## src/sv/permutation_384_three_limb_macros.svh

```systemverilog
// assertion macros shared by the permutation rtl
// expects clk_i and rst_ni in the scope of the module that uses them
`ifndef PERMUTATION_384_THREE_LIMB_MACROS_SVH
`define PERMUTATION_384_THREE_LIMB_MACROS_SVH

// same-cycle implication, checked out of reset
`define P384_ASSERT_IMP(lbl, ante, cons, msg) \
  lbl: assert property (@(posedge clk_i) disable iff (!rst_ni) (ante) |-> (cons)) \
    else $error(msg);

// next-cycle implication, checked out of reset
`define P384_ASSERT_NXT(lbl, ante, cons, msg) \
  lbl: assert property (@(posedge clk_i) disable iff (!rst_ni) (ante) |=> (cons)) \
    else $error(msg);

`endif

```

## src/sv/perm3l_pkg.sv

```systemverilog
// types, constants and the round function of the 384-bit three-limb permutation
// no dependencies
package perm3l_pkg;

  localparam int unsigned WordW     = 64;
  localparam int unsigned NumWords  = 6;
  localparam int unsigned IdxW      = 3;
  localparam int unsigned RoundW    = 5;
  localparam int unsigned LimbW     = 128;
  localparam int unsigned StateW    = WordW * NumWords;
  localparam int unsigned ConstBits = 32;
  localparam int unsigned RcLen     = 32;

  localparam logic [RoundW-1:0] RoundsReset = RoundW'(16);
  localparam logic [IdxW-1:0]   LastIdx     = IdxW'(NumWords - 1);

  // round constant pattern, entry 0 leftmost
  localparam logic [0:RcLen-1] RcSeq = 32'b1111_1001_1010_0100_0010_1011_1011_0001;

  localparam int unsigned RotA1 = 110;
  localparam int unsigned RotA2 = 87;
  localparam int unsigned RotC1 = 118;
  localparam int unsigned RotC2 = 88;
  localparam int unsigned RcPos = 96;

  typedef enum logic [1:0] {
    StIdle,
    StFetch,
    StRound,
    StDrain
  } perm3l_state_e;

  typedef struct packed {
    logic [WordW-1:0] data_word;
    logic             last_word;
  } perm3l_in_t;

  typedef struct packed {
    logic [WordW-1:0] result_word;
    logic [IdxW-1:0]  word_index;
    logic             last_result;
  } perm3l_out_t;

  // bit j of the result is bit (j+k) mod 128 of x
  function automatic logic [LimbW-1:0] rotr(input logic [LimbW-1:0] x, input int unsigned k);
    return (x >> k) | (x << (LimbW - k));
  endfunction

  function automatic logic [RcLen-1:0] rc_vec(input logic [RoundW-1:0] r);
    logic [RcLen-1:0] base;
    logic [RcLen-1:0] mask;
    for (int i = 0; i < RcLen; i++) begin
      base[i] = RcSeq[i];
      mask[i] = (i < ConstBits);
    end
    return (base << r) & mask;
  endfunction

  function automatic logic [StateW-1:0] round_f(input logic [StateW-1:0] s,
                                                input logic [RoundW-1:0] r);
    logic [LimbW-1:0] a;
    logic [LimbW-1:0] b;
    logic [LimbW-1:0] c;
    a = s[0 +: LimbW];
    b = s[LimbW +: LimbW];
    c = s[2*LimbW +: LimbW];
    a = a ^ rotr(a, RotA1) ^ rotr(a, RotA2);
    c[RcPos +: RcLen] = c[RcPos +: RcLen] ^ rc_vec(r);
    c = c ^ (a & b);
    c = c ^ rotr(c, RotC1) ^ rotr(c, RotC2);
    b = b ^ a ^ c;
    // limbs move round: (a,b,c) becomes (c,a,b)
    return {b, a, c};
  endfunction

endpackage

```

## src/sv/perm3l_ram.sv

```systemverilog
// generic single-write, single-read ram with registered read data
// no dependencies
module perm3l_ram #(
  parameter int unsigned Width = 64,
  parameter int unsigned Depth = 6,
  localparam int unsigned AddrW = (Depth > 1) ? $clog2(Depth) : 1
) (
  input  logic             clk_i,
  input  logic             we_i,
  input  logic [AddrW-1:0] waddr_i,
  input  logic [Width-1:0] wdata_i,
  input  logic [AddrW-1:0] raddr_i,
  output logic [Width-1:0] rdata_o
);

  logic [Width-1:0] mem_q [Depth];
  logic [Width-1:0] rdata_q;

  always_ff @(posedge clk_i) begin
    if (we_i) begin
      mem_q[waddr_i] <= wdata_i;
    end
    rdata_q <= mem_q[raddr_i];
  end

  assign rdata_o = rdata_q;

endmodule

```

## src/sv/permutation_384_three_limb.sv

```systemverilog
// top level of the 384-bit three-limb permutation
// depends on perm3l_pkg, perm3l_ram and permutation_384_three_limb_macros.svh
//
//  channel | dir | payload       | request
//  --------+-----+---------------+-------------------------------------
//  in      | in  | perm3l_in_t   | one state word, last word starts run
//  out     | out | perm3l_out_t  | one permuted word, six per run
//  cfg     | in  | 5-bit rounds  | round count, taken only while idle
//
// words load while idle, one per accepted input; a last word is followed by
// reading the word ram into the working register, round_count rounds (one
// round per cycle) and the drain of six words, which output stalls can hold.
// the fetch moves one ram word per cycle into the working register.
// reset clears control, the round count to 16 and the ram valid bits;
// a word never written reads as zero. no request is taken while running.
`include "permutation_384_three_limb_macros.svh"

module permutation_384_three_limb
  import perm3l_pkg::*;
(
  input  logic                clk_i,
  input  logic                rst_ni,
  input  logic                in_valid_i,
  output logic                in_ready_o,
  input  perm3l_in_t          in_data_i,
  output logic                out_valid_o,
  input  logic                out_ready_i,
  output perm3l_out_t         out_data_o,
  input  logic                cfg_valid_i,
  output logic                cfg_ready_o,
  input  logic [RoundW-1:0]   cfg_data_i
);

  localparam logic [IdxW-1:0] FetchEnd = IdxW'(NumWords);

  perm3l_state_e state_q, state_d;

  logic [RoundW-1:0]             cfg_q;
  logic [IdxW-1:0]               load_q, load_d;
  logic [IdxW-1:0]               fetch_q, fetch_d;
  logic [RoundW-1:0]             rnd_q, rnd_d;
  logic [IdxW-1:0]               drain_q, drain_d;
  logic [NumWords-1:0]           valid_q, valid_d;
  logic [NumWords-1:0][WordW-1:0] work_q, work_d;

  logic             in_acc;
  logic             out_acc;
  logic             ram_we;
  logic [IdxW-1:0]  ram_waddr;
  logic [WordW-1:0] ram_wdata;
  logic [IdxW-1:0]  ram_raddr;
  logic [WordW-1:0] ram_rdata;
  logic [IdxW-1:0]  cap_idx;

  assign in_acc  = in_valid_i && in_ready_o;
  assign out_acc = out_valid_o && out_ready_i;
  assign cap_idx = fetch_q - IdxW'(1);

  perm3l_ram #(
    .Width (WordW),
    .Depth (NumWords)
  ) u_ram (
    .clk_i   (clk_i),
    .we_i    (ram_we),
    .waddr_i (ram_waddr),
    .wdata_i (ram_wdata),
    .raddr_i (ram_raddr),
    .rdata_o (ram_rdata)
  );

  // next state
  always_comb begin
    state_d = state_q;
    unique case (state_q)
      StIdle: begin
        if (in_acc && in_data_i.last_word) state_d = StFetch;
      end
      StFetch: begin
        if (fetch_q == FetchEnd) state_d = (cfg_q == '0) ? StDrain : StRound;
      end
      StRound: begin
        if (rnd_q == cfg_q - RoundW'(1)) state_d = StDrain;
      end
      StDrain: begin
        if (out_acc && drain_q == LastIdx) state_d = StIdle;
      end
      default: state_d = StIdle;
    endcase
  end

  // outputs, ram port and counters
  always_comb begin
    in_ready_o  = 1'b0;
    out_valid_o = 1'b0;
    cfg_ready_o = 1'b0;
    ram_we      = 1'b0;
    ram_waddr   = load_q;
    ram_wdata   = in_data_i.data_word;
    ram_raddr   = '0;
    load_d      = load_q;
    fetch_d     = fetch_q;
    rnd_d       = rnd_q;
    drain_d     = drain_q;
    valid_d     = valid_q;
    work_d      = work_q;
    unique case (state_q)
      StIdle: begin
        in_ready_o  = 1'b1;
        cfg_ready_o = 1'b1;
        fetch_d     = '0;
        if (in_acc) begin
          ram_we           = 1'b1;
          valid_d[load_q]  = 1'b1;
          if (in_data_i.last_word) begin
            load_d = '0;
          end else if (load_q != LastIdx) begin
            load_d = load_q + IdxW'(1);
          end
        end
      end
      StFetch: begin
        rnd_d   = '0;
        drain_d = '0;
        if (fetch_q != FetchEnd) begin
          ram_raddr = fetch_q;
          fetch_d   = fetch_q + IdxW'(1);
        end
        // read data arrives in the cycle after its address
        if (fetch_q != '0) begin
          work_d[cap_idx] = valid_q[cap_idx] ? ram_rdata : '0;
        end
      end
      StRound: begin
        work_d = round_f(work_q, rnd_q);
        rnd_d  = rnd_q + RoundW'(1);
      end
      StDrain: begin
        out_valid_o = 1'b1;
        // write back as each word leaves
        ram_waddr   = drain_q;
        ram_wdata   = work_q[drain_q];
        if (out_acc) begin
          ram_we           = 1'b1;
          valid_d[drain_q] = 1'b1;
          drain_d          = (drain_q == LastIdx) ? '0 : drain_q + IdxW'(1);
        end
      end
      default: begin
        in_ready_o = 1'b0;
      end
    endcase
  end

  assign out_data_o.result_word = work_q[drain_q];
  assign out_data_o.word_index  = drain_q;
  assign out_data_o.last_result = (drain_q == LastIdx);

  always_ff @(posedge clk_i or negedge rst_ni) begin
    if (!rst_ni) begin
      state_q <= StIdle;
      cfg_q   <= RoundsReset;
      load_q  <= '0;
      fetch_q <= '0;
      rnd_q   <= '0;
      drain_q <= '0;
      valid_q <= '0;
    end else begin
      state_q <= state_d;
      if (cfg_valid_i && cfg_ready_o) begin
        cfg_q <= cfg_data_i;
      end
      load_q  <= load_d;
      fetch_q <= fetch_d;
      rnd_q   <= rnd_d;
      drain_q <= drain_d;
      valid_q <= valid_d;
    end
  end

  always_ff @(posedge clk_i) begin
    work_q <= work_d;
  end

  `P384_ASSERT_IMP(a_no_overlap, out_valid_o, !in_ready_o, "input taken while draining")
  `P384_ASSERT_IMP(a_drain_range, state_q == StDrain, drain_q <= LastIdx, "drain index out of range")
  `P384_ASSERT_IMP(a_round_bound, state_q == StRound, rnd_q < cfg_q, "round counter overran")
  `P384_ASSERT_NXT(a_start_fetch, in_acc && in_data_i.last_word, state_q == StFetch && fetch_q == '0, "last word did not start fetch")
  `P384_ASSERT_NXT(a_back_idle, out_acc && out_data_o.last_result, in_ready_o && load_q == '0, "not idle after last result")

endmodule
```

## config.mk

```make
export PLATFORM = sky130hd
export DESIGN_NAME = permutation_384_three_limb
export DESIGN_NICKNAME = d
export VERILOG_FILES = /design/src/sv/perm3l_pkg.sv /design/src/sv/perm3l_ram.sv /design/src/sv/permutation_384_three_limb.sv
export VERILOG_INCLUDE_DIRS = /design/src /design/src/sv
export SDC_FILE = /design/constraint.sdc
export NUM_CORES = 2
export LEC_CHECK = 0
export ABC_AREA = 0
export BUFFER_PORTS_ARGS = -buffer_cell sky130_fd_sc_hd__buf_2
export CAP_MARGIN = 20
export CORE_MARGIN = 8
export CORE_UTILIZATION = 55
export CTS_CLUSTER_DIAMETER = 100
export DETAILED_ROUTE_END_ITERATION = 6
export PLACE_DENSITY = 0.68
export SLEW_MARGIN = 40
export SYNTH_ARGS = -nofsm -noshare
export SYNTH_HDL_FRONTEND = slang
export SYNTH_HIERARCHICAL = 1
export SYNTH_SLANG_ARGS = --single-unit
```

## constraint.sdc

```tcl
create_clock -name clk_i -period 8.65 [get_ports clk_i]
set_input_delay 1.2975 -clock clk_i [delete_from_list [all_inputs] [get_ports clk_i]]
set_output_delay 1.2975 -clock clk_i [all_outputs]
set_load 0.01 [all_outputs]
```

[Word-level counts from Yosys, hierarchy flattened]
Memories as Yosys holds them, arrays and structs flattened. A register that Yosys moved wholly into a read port is not among the register bits.
Index checks and enable logic that the tools add are counted.
Word-level totals
  input port bits: 75
  memory bits (writable): 384
  output and inout bits: 71
  register bits: 411
  memories: 1
Cells by class
  multiplexer cells: 42
  reduce and logical (&&, ||, !) cells: 22
  bitwise logic cells: 15
  equality and inequality tests: 16
  shift-type cells: 1
  add/sub/neg operators: 6
  order comparisons: 6
Memory list
  u_ram.mem_q: depth 6, bits a word 64, read ports 1, clocked after Yosys merged registers in 1, write ports 1, line perm3l_ram.sv:16  | logic [Width-1:0] mem_q [Depth];
Operators with widths (count)
  XOR 128 bit: 7
  one-hot mux 384 bit (2 select lines): 1
  bitwise mux 384 bit: 1
  two-way mux 384 bit: 1
  two-way mux 64 bit: 4
  binary-select mux 64 bit (select 3 bit): 1
  demux 64 bit (select 3 bit): 1
  AND 128 bit: 1
  OR 10 x 128 -> 128 bit: 1
  OR 18 x 128 -> 128 bit: 1
  OR 40 x 128 -> 128 bit: 1
  OR 41 x 128 -> 128 bit: 1
  left shift 32 x 5 -> 32 bit (first input constant): 1
  XOR 32 bit: 1
  two-way mux 3 bit: 8
  inequality test 2 bit (second input constant): 8
  less-than comparator 3 x 4 -> 1 bit (second input constant): 3
  two-way mux 6 bit: 2
  OR 6 bit: 2
  one-hot mux 3 bit (2 select lines): 2
  one-hot mux 6 bit (2 select lines): 1
  two-way mux 1 bit: 10
  one-hot mux 5 bit (2 select lines): 1
  nonzero test 2 bit: 5
  22 further kinds: 43

[Depth between registers and ports, before layout]
  depth in word-level cells: 10
  gate-level depth with buffers: 12

[Hierarchy]
The synthesis kept the hierarchy.
Modules (own cells, without submodules)
  permutation_384_three_limb: cells each 2823, instances 1, seq. area each 12208.0 um2, area each 30984.7 um2
  perm3l_ram: cells each 822, instances 1, seq. area each 12812.3 um2, area each 16131.7 um2

[Least setup slack after synthesis]
Ideal clock, no wire load.
  kind: register -> register
  from: register state_q[0]
  to: memory u_ram.mem_q[0][0] (enable)
  period minus slack after synthesis: 6795 ps
  path slack: 1855 ps
  arrival: 6230 ps
  cell stages (with the launch flop): 9
  path buffers: 3
  setup time: 565 ps
  cells stage by stage: dfrtp_1 -> ha_1 -> clkbuf_1 -> buf_1 -> clkbuf_1 -> nand2_1 -> a21oi_1 -> nand2b_1 -> nor3_1
On the way
  word-level cells in the longest chain between the ends: 7
Ends and longest elaborated chain
  from (decl): line permutation_384_three_limb.sv:36  | perm3l_state_e state_q, state_d;
  from (signal assigned): line permutation_384_three_limb.sv:160  | state_q <= StIdle;
  from (signal assigned): line permutation_384_three_limb.sv:168  | state_q <= state_d;
  == test 2 bit: line permutation_384_three_limb.sv:106  | unique case (state_q)
  two-way mux 1 bit: line permutation_384_three_limb.sv:106
  net out_valid_o: line permutation_384_three_limb.sv:26  | output logic out_valid_o,
  logical AND 1 bit: line permutation_384_three_limb.sv:56  | assign out_acc = out_valid_o && out_ready_i;
  two-way mux 1 bit: line permutation_384_three_limb.sv:142  | if (out_acc) begin
  one-hot mux 1 bit (2 select lines): line permutation_384_three_limb.sv:106
  net ram_we: line permutation_384_three_limb.sv:48  | logic ram_we;
  two-way mux 1 bit: line perm3l_ram.sv:20  | if (we_i) begin
  two-way mux 1 bit (not written as such): line perm3l_ram.sv:21  | mem_q[waddr_i] <= wdata_i;
  to (decl): line perm3l_ram.sv:16
The timed path passes the listed nets, and every way through them passes these cells.

==> qor.yml <==
critical_path.startpoint: "drain_q[2]$_DFFE_PN0P_"
drc: 0
place_hpwl_um: 110200
synth_area_leaders: "edfxtp_1 49%, xnor2_1 13%, mux2i_1 5.5%"
yosysUniqueCellTypes: 69
synthArstFlopShare_pct: 3.143
syn_area_per_cell_um2: 12.93
finalSetupTns_ns: 0
cts_root_buf: "clkbuf_16"
hold_buffers: 0
grt_pass1_vias: 30900
path_clk_slew_ns: 0.07
synth_simple_gate_area_share_pct: 4.039
grt_overflow: 0
avgViaCountPerCell: 6.414
worst_pin_slew_ns: 0.9457
cp-end-kind: "output port"
worst_hold_slack_ns: 0.4970
std_cell_rows: 107
path_max_fanout: 38
synth-compound-area-share_pct: 9.026
critPathArrivalTime_ns: 3.66
setup.worst_path.start_class: "register"
fin_skew_ns: 0.03414
setup_viol: 0
yosysWarningCount: 6
synth-xor-area-share_pct: 16.62
dieArea_mm2: 0.09529
finalHoldViolCount: 0
hold_class: "register to register"
cts_resized: 0
ant_nets: 0
period_needed_ns: 4.960
cap_violations: 0
yosysTopAreaCellShare_pct: 48.95
ys_seq_area_share_pct: 53.10
areaGrowthSynthToFinish_pct: 11.38
rsz0062_at_grt: "no"
cts.sinks: 859
synth_seq_cells: 859
synth.area.mux_share_pct: 10.46
grt_usage_pct: 32.54
fin_area_mm2: 0.05248
placed_cell_area_mm2: 0.04921
routabilityCongestion: 1.007
numCtsBuffers: 92
worstHoldStart: "valid_q[1]$_DFFE_PN0P_"
top_level_ports: 146
num_vias: 31860
dr.pass1.iters: 6
timing.rr.start: "rnd_q[0]$_DFFE_PN0P_"
synth_edf_count: 768
synth_top_area_cell: "edfxtp_1"
syn_nets: 3867
fillers: 6674
ys.flop_type: "edfxtp_1"
drive_above_1_share_pct: 15.57
grt_max_degree: 93
drt_wl_total_um: 157900
cts_htree_levels: 3
fp.dieW_um: 308.7
status: "finished, final reports clean"
synth_fa_ha_area_share_pct: 3.904
die_y_um: 308.7
critPathKind: "register to output port"
synth_top_family_by_area: "XOR/XNOR gates"
netlist_area_mm2: 0.04712
insertion_delay_ns: 0.67
max_slew_margin_pct: 36.50
final_util_pct: 61.73
fmax_mhz: 201.6
cts_tree: "done"
antenna_found_initial: 10
core-area_mm2: 0.08501
port_buffers: 145
synth_cells: 3645
initial_utilization_pct: 55.42
post_cts_buffers: 0
post_drt_wl_per_cell_um: 31.80
finalMaxSlewViolations: 0
cts.path.max_buffers: 3
period_share_pct: 57.34
required_ns: 7.35
drt_iter0_drc: 4044
grt_pass1_wl_um: 224300
nets: 3966
-- critical path, stage by stage (launching register included) --
cell and delay [ns]:
dfrtp_4 0.96, buf_4 0.79, mux4_2 0.34, inv_1 0.04, o22ai_1 0.58, buf_2 0.26
-- final timing paths --
check	cells past startpoint	slack (ns)	to
worst max register to register	8	4.92	work_q[378]$_DFFE_PP_
worst max-delay path	5	3.69	out_data_o[7]
worst min-delay path	1	0.50	valid_q[1]$_DFFE_PN0P_
min in group asynchronous	1	0.66	rnd_q[3]$_DFFE_PN0P_
max in group asynchronous	1	7.51	drain_q[0]$_DFFE_PN0P_
worst min register to register	1	0.50	valid_q[1]$_DFFE_PN0P_
-- Yosys cell counts (4+ instances only) --
| cell | number |
|---|---|
| edfxtp_1 | 768 |
| xnor2_1 | 691 |
| nand2_1 | 360 |
| mux2i_1 | 258 |
| o21ai_0 | 256 |
| ha_1 | 147 |
| clkbuf_1 | 134 |
| o22ai_1 | 133 |
| a22o_1 | 122 |
| xor2_1 | 94 |
| inv_1 | 81 |
| mux2_2 | 73 |
| mux4_2 | 67 |
| dfxtp_1 | 64 |
| a21oi_1 | 57 |
| nor2_1 | 35 |
| a21oi_2 | 27 |
| xnor3_1 | 27 |
| dfrtp_1 | 26 |
| buf_2 | 23 |
| buf_1 | 19 |
| buf_6 | 14 |
| o2bb2ai_1 | 14 |
| nand2b_1 | 13 |
| o21ai_1 | 12 |
| xor3_1 | 10 |
| nor2b_1 | 9 |
| nand3_1 | 8 |
| nor3_1 | 8 |
| a31oi_1 | 7 |
| o21bai_1 | 7 |
| buf_12 | 6 |
| a222oi_1 | 5 |
| nor4_1 | 5 |
| o31ai_1 | 5 |
| xnor2_2 | 5 |
| a211oi_1 | 4 |
| and2_1 | 4 |
| nor3b_1 | 4 |
| nor4b_1 | 4 |
-- routing by layer --
layer	up-vias	GRT usage (%)	share of wire, %
li1	13540	-	-
met1	15940	44.73	39
met2	2005	48.88	44
met3	367	6.740	11
met4	8	16.81	6.2
met5	-	0	0.038
-- layout by cell type (no fill, tap or decap), types with 23 or more instances in the layout --
cell type / synthesis / layout
a22o_1: 122 / 122
a21oi_1: 57 / 57
clkbuf_16: 0 / 92
xnor2_1: 691 / 669
mux4_2: 67 / 67
a21oi_2: 27 / 27
buf_2: 23 / 145
xor2_1: 94 / 94
ha_1: 147 / 145
mux2_2: 73 / 73
buf_4: 2 / 42
o22ai_1: 133 / 133
dfxtp_1: 64 / 64
xnor3_1: 27 / 27
nand2_1: 360 / 357
edfxtp_1: 768 / 768
o21ai_0: 256 / 256
nor2_1: 35 / 23
xnor2_2: 5 / 27
inv_1: 81 / 80
mux2i_1: 258 / 258
-- cell families after synthesis --
logic type               count (synthesis)
multiplexers                           399
XOR/XNOR                               828
AO/OA/AOI/OAI                          666
flip-flops                             859
buffers and inverters                  285
AND/OR/NAND/NOR                        461
adder cells (fa/ha/maj)                147
-- final cells by class --
type	count	area, um^2	area share (%)
clock buffer	123	2569	4.895
sequential	859	25040	47.71
clock inverter	49	679.4	1.295
timing repair buffer	206	1333	2.539
inverter	84	320.3	0.6104
antenna	1	2.502	0.004769
tap	1144	1431	2.728
multi-input combinational	2501	21110	40.22
-- sequential cells by signal (all words and copies together), names as in the netlist --
register,flops
u_ram/mem_q,384
fetch_q,3
valid_q,6
drain_q,3
rnd_q,5
cfg_q,5
u_ram/rdata_o,64
work_q,384
state_q,2
load_q,3
-- through the flow --
| step | cells | setup WS [ns] |
|---|---|---|
| finish | 4967 | 3.690 |
| global route | 4966 | 3.684 |
| CTS | 4966 | 3.673 |
| detailed placement | 4794 | 4.383 |
| global placement | 4787 | 4.409 |
| floorplan | 3645 | 1.855 |
Power is not shown: default switching activity piles up to over one toggle a cycle in this logic, so the estimate is an artifact.
